### config.mk
export PLATFORM = sky130hd
export DESIGN_NAME = brq_ctrl
export DESIGN_NICKNAME = d
export VERILOG_FILES = /design/src/rtl/assert_macros.svh /design/src/rtl/brq_pkg.sv /design/src/rtl/brq_ctrl.sv
export SDC_FILE = /design/constraint.sdc
export NUM_CORES = 1
export LEC_CHECK = 0
export BUFFER_PORTS_ARGS = -buffer_cell sky130_fd_sc_hd__buf_2
export CAP_MARGIN = 10
export CORE_AREA = 5 5 42 44
export CTS_CLUSTER_DIAMETER = 60
export DETAILED_ROUTE_END_ITERATION = 8
export DIE_AREA = 0 0 47 49
export PLACE_DENSITY_LB_ADDON = 0.12
export SLEW_MARGIN = 20
export SYNTH_ARGS = -nofsm -noshare
export SYNTH_HDL_FRONTEND = slang
export SYNTH_SLANG_ARGS = --single-unit
### constraint.sdc
create_clock -name aclk -period 2.7 [get_ports aclk]
set_clock_uncertainty 0.2 [all_clocks]
set_input_delay 0.135 -clock aclk [delete_from_list [all_inputs] [get_ports aclk]]
set_output_delay 0.135 -clock aclk [all_outputs]
set_load 0.1 [all_outputs]
### src/rtl/assert_macros.svh
// assertion macros used by the top-level rtl file
`ifndef ASSERT_MACROS_SVH
`define ASSERT_MACROS_SVH

// same-cycle implication, checked out of reset
`define ASSERT_SAME_CYCLE(label, clk, rstn, ante, cons) \
    label: assert property (@(posedge clk) disable iff (!rstn) (ante) |-> (cons)) \
        else $error("same-cycle implication violated");

// next-cycle implication, checked out of reset
`define ASSERT_NEXT_CYCLE(label, clk, rstn, ante, cons) \
    label: assert property (@(posedge clk) disable iff (!rstn) (ante) |=> (cons)) \
        else $error("next-cycle implication violated");

`endif

### src/rtl/brq_pkg.sv
// shared types and constants of the budgeted relay queue
package brq_pkg;

    localparam int QUEUE_DEPTH_DEF = 64;
    localparam int TAG_W           = 16;
    localparam int AMT_W           = 32;
    localparam int STAT_W          = 48;
    localparam int LOSS_W          = 17;
    localparam int LOSS_FRAC_W     = 16;
    localparam int QLIM_W          = 7;
    localparam int CFG_DATA_W      = 32;
    localparam int CFG_IDX_W       = 3;
    localparam int OP_W            = 3;
    localparam int LINK_W          = 2;
    localparam int MAX_PIECES      = 64;
    localparam int PCNT_W          = $clog2(MAX_PIECES + 1);

    localparam logic [AMT_W-1:0]  CAP_RESET  = AMT_W'(1000);
    localparam logic [LOSS_W-1:0] LOSS_RESET = LOSS_W'(3277);
    localparam logic [QLIM_W-1:0] QLIM_RESET = QLIM_W'(16);

    typedef enum logic [OP_W-1:0] {
        OP_ENQUEUE     = 3'd0,
        OP_TICK        = 3'd1,
        OP_CONNECT     = 3'd2,
        OP_DISCONNECT  = 3'd3,
        OP_SUSPEND     = 3'd4,
        OP_CLEAR       = 3'd5,
        OP_STATS_RESET = 3'd6,
        OP_NOP         = 3'd7
    } op_t;

    typedef enum logic [LINK_W-1:0] {
        LINK_DOWN      = 2'd0,
        LINK_UP        = 2'd1,
        LINK_SUSPENDED = 2'd2
    } link_t;

    typedef enum logic [CFG_IDX_W-1:0] {
        CFG_CAPACITY  = 3'd0,
        CFG_LOSS      = 3'd1,
        CFG_QLIMIT    = 3'd2,
        CFG_DROP_DISC = 3'd3
    } cfg_idx_t;

    // controller to datapath
    typedef struct packed {
        logic capture;
        logic exec_op;
        logic tick_start;
        logic rd;
        logic calc;
        logic mul;
        logic commit;
        logic load_out;
        logic out_piece;
        logic out_last;
    } dp_cmd_t;

    // datapath to controller
    typedef struct packed {
        logic is_tick;
        logic more;
        logic out_free;
    } dp_status_t;

    typedef struct packed {
        logic [TAG_W-1:0] tag;
        logic [AMT_W-1:0] amount;
    } entry_t;

endpackage

### src/rtl/brq_ctrl.sv
// sequencing state machine of the budgeted relay queue
module brq_ctrl (
    input  logic                aclk,
    input  logic                aresetn,
    input  logic                s_valid,
    output logic                s_ready,
    input  brq_pkg::dp_status_t status,
    output brq_pkg::dp_cmd_t    cmd
);
    import brq_pkg::*;

    typedef enum logic [3:0] {
        ST_IDLE,
        ST_EXEC,
        ST_CHECK,
        ST_RD,
        ST_CALC,
        ST_MUL,
        ST_COMMIT,
        ST_OUT_PIECE,
        ST_OUT_CTRL
    } state_t;

    state_t state_reg;
    state_t state_next;

    assign s_ready = (state_reg == ST_IDLE);

    always_comb begin
        cmd        = '0;
        state_next = state_reg;
        unique case (state_reg)
            ST_IDLE: begin
                if (s_valid) begin
                    cmd.capture = 1'b1;
                    state_next  = ST_EXEC;
                end
            end
            ST_EXEC: begin
                if (status.is_tick) begin
                    cmd.tick_start = 1'b1;
                    state_next     = ST_CHECK;
                end else begin
                    cmd.exec_op = 1'b1;
                    state_next  = ST_OUT_CTRL;
                end
            end
            ST_CHECK: begin
                state_next = status.more ? ST_RD : ST_OUT_CTRL;
            end
            ST_RD: begin
                cmd.rd     = 1'b1;
                state_next = ST_CALC;
            end
            ST_CALC: begin
                cmd.calc   = 1'b1;
                state_next = ST_MUL;
            end
            ST_MUL: begin
                cmd.mul    = 1'b1;
                state_next = ST_COMMIT;
            end
            ST_COMMIT: begin
                cmd.commit = 1'b1;
                state_next = ST_OUT_PIECE;
            end
            ST_OUT_PIECE: begin
                if (status.out_free) begin
                    cmd.load_out  = 1'b1;
                    cmd.out_piece = 1'b1;
                    cmd.out_last  = !status.more;
                    state_next    = status.more ? ST_RD : ST_IDLE;
                end
            end
            ST_OUT_CTRL: begin
                if (status.out_free) begin
                    cmd.load_out = 1'b1;
                    cmd.out_last = 1'b1;
                    state_next   = ST_IDLE;
                end
            end
            default: begin
                state_next = ST_IDLE;
            end
        endcase
    end

    always_ff @(posedge aclk) begin
        if (!aresetn) begin
            state_reg <= ST_IDLE;
        end else begin
            state_reg <= state_next;
        end
    end

endmodule

==> flow_metrics.py <==
metrics = {
    "setup_path": {
        "ff2ff_path_depth": 4,
        "worst-endpoint-arrival_ns": 1.87,
        "cp_data_required_time_ns": 2.37,
        "crit_family": "flip-flops",
        "crit_type": "reg -> out",
        "max_stage_delay_ns": 0.67,
        "cp_slowest_cell": "dfxtp_1",
        "cp-start-kind": "register",
        "cp-end-kind": "output port",
        "cp.buffers_inverters": 1,
        "crit_chain": "nand2b_1, nor3_1, o21a_1, buf_2",
        "path_depth": 4,
        "worstPathMaxFanout": 16,
    },
    "routing": {
        "first_pass_iters": 1,
        "ant_nets": 0,
        "viasPerCell": 4.93,
        "routedWlPerCell_um": 11.1,
        "routed_wl_um": 920,
        "first_iter_violations": 0,
        "drc": 0,
        "vias": 409,
    },
    "global_route": {
        "grt_pass1_wl_mm": 1.56,
        "grt.overflow.total": 0,
        "antenna_found_initial": 0,
        "grt_pass1_vias": 355,
        "grt_max_degree": 17,
        "grt_use_total": 0.0887,
    },
    "clock_network": {
        "cts_sinks": 4,
        "clock_latency_ns": 0.23,
        "clk_pin_slew_worst_paths_ns": 0.04,
        "cts-hold-fix-buffers": 1,
        "numCtsBuffers": 3,
        "h-tree-depth": 1,
        "clock-root-buffer": "clkbuf_4",
        "cts_resized": 0,
        "post_cts_buffers": 0,
        "cts_tree": "built",
        "clockBufferDepth": 2,
    },
    "yosys": {
        "synth_cell_type_count": 24,
        "yosysWarnings": 0,
        "ys_seq_elements": 4,
        "synth_area_per_cell_um2": 6.87,
        "mappedNetlistNets": 57,
        "synth_top_area_cell": "dfxtp_1",
        "synth-edff-count": 0,
        "synth_ff_type": "dfxtp_1",
        "async_flop_share": 0,
        "netlist_instances": 51,
        "yosys-top-cells-area": "dfxtp_1 23%, a21oi_1 7.1%, nor3_1 7.1%",
        "syn-cell-area_um2": 350,
        "ys_seq_area_frac": 0.229,
        "synth_top_area_share": 0.229,
    },
    "flow_run": {
        "cap_viol_max_count": 0,
    },
    "floorplan": {
        "coreArea_um2": 1400,
        "num_io_pins": 17,
        "row_count": 14,
        "die_w_um": 47,
        "initial_utilization": 0.250,
        "die_h_um": 49,
        "dieArea_um2": 2300,
    },
    "min_path": {
        "min_path_cells": 3,
        "hp-class": "in -> reg",
    },
    "sta": {
        "slew-limit-headroom": 0.618,
        "rsz0062_at_grt": "no",
        "finalCriticalPeriod_ns": 2.20,
        "hold_viol_final": 0,
        "max_freq_mhz": 454,
        "worstMarginPinSlew_ns": 0.573,
        "finalMaxSlewViolations": 0,
        "final.period_utilization": 0.815,
        "setup_violations": 0,
    },
    "pwr": {
        "power.switching_uw": 286,
        "p_int_uw": 192,
        "p_seq_frac": 0.242,
        "powerDensity_nw_per_um2": 969,
        "p_leak_nw": 0.221,
        "netSwitchingFraction": 0.598,
        "ir_worst_vdd_uv": 396,
        "combPwrFrac": 0.608,
        "finalPower_uw": 477,
        "clkPwrFrac": 0.150,
    },
    "layout": {
        "fillCellCount": 161,
        "drive_gt1_frac": 0.358,
        "largest_register_ffs": 4,
        "final_net_count": 75,
        "final_cell_count_no_fill": 83,
        "syn2layout_area_growth_pct": 40.7,
        "diodes": 0,
    },
    "placement": {
        "dp_hpwl_um": 692,
        "place_congestion": 0.735,
        "portBuffers": 16,
        "dp.cells": 79,
    },
    "run_status": {
        "status": "complete, no violations",
    },
}
-- area by class of cell --
| cell class | instances | area (um^2) | area share |
|---|---|---|---|
| tap | 16 | 20.0 | 0.0406 |
| clock buffer | 3 | 22.5 | 0.0457 |
| sequential | 4 | 80.1 | 0.162 |
| multi-input combinational | 41 | 273 | 0.553 |
| inverter | 2 | 7.51 | 0.0152 |
| timing repair buffer | 17 | 90.1 | 0.183 |
-- routing by layer --
layer  up-vias  wire length, um  track usage
met5         -                0            0
met4         0                0       0.0415
met3         0               52       0.0221
met2         8              444        0.122
met1       185              423        0.125
li1        216                -            -
-- cell usage after synthesis (2+ instances only) --
master    n
dfxtp_1   4
o21a_1    3
buf_2     3
inv_1     2
nand2_1   4
nor2_1    6
nor3b_1   2
nor3_1    5
and2_1    2
a21oi_1   5
nand2b_1  2
-- worst paths after layout --
| kind | from | end | slack [ns] |
|---|---|---|---|
| worst min-delay path | status[0] | state_reg[1] | 0.10 |
| worst max-delay path | state_reg[1] | cmd[0] | 0.50 |
| worst min register to register | state_reg[3] | state_reg[2] | 0.50 |
| worst max register to register | state_reg[0] | state_reg[1] | 0.98 |
-- through the flow --
stage               hold WS [ns]  instance area, um^2  setup TNS (ns)  utilization  worst slack (ns)
floorplan                 0.0981                  380          -0.108            -            -0.108
global placement           0.228                  460               0        0.329             0.745
detailed placement         0.228                  460               0        0.329             0.728
CTS                       0.0920                  493               0        0.352             0.480
global route               0.111                  493               0        0.352             0.330
finish                     0.101                  493               0        0.352             0.499
-- power by group through the flow --
stage               logic [mW]  clock network [mW]  registers (mW)
detailed placement       0.291                   0           0.115
global placement         0.291                   0           0.117
floorplan                0.287                   0          0.0822
global route             0.309              0.0799           0.119
CTS                      0.292              0.0770           0.114
finish                   0.290              0.0718           0.115
-- cell usage in the layout (no fill, tap or decap), drive strengths merged, types with 2 or more instances in the layout --
| master | count |
|---|---|
| buf | 16 |
| clkbuf | 3 |
| nor3b | 2 |
| nand2 | 4 |
| nand2b | 2 |
| a21oi | 5 |
| nor3 | 5 |
| nor2 | 6 |
| and2 | 2 |
| inv | 2 |
| o21a | 3 |
| dfxtp | 4 |
-- cell families (layout without fill, tap and decap cells) --
group                    after synthesis  in the layout  share of synthesized area
AND/OR/NAND/NOR                       28             28                      0.443
AO/OA/AOI/OAI                         12             12                      0.221
buffers and inverters                  6             22                     0.0786
flip-flops                             4              4                      0.229
adder cells (fa/ha/maj)                1              1                     0.0286
-- tightest hold or removal path, cell delays in order --
cell     delay, ns
buf_2         0.13
o21a_1        0.15
a21oi_1       0.06
Power figures use the tool's default switching activity.
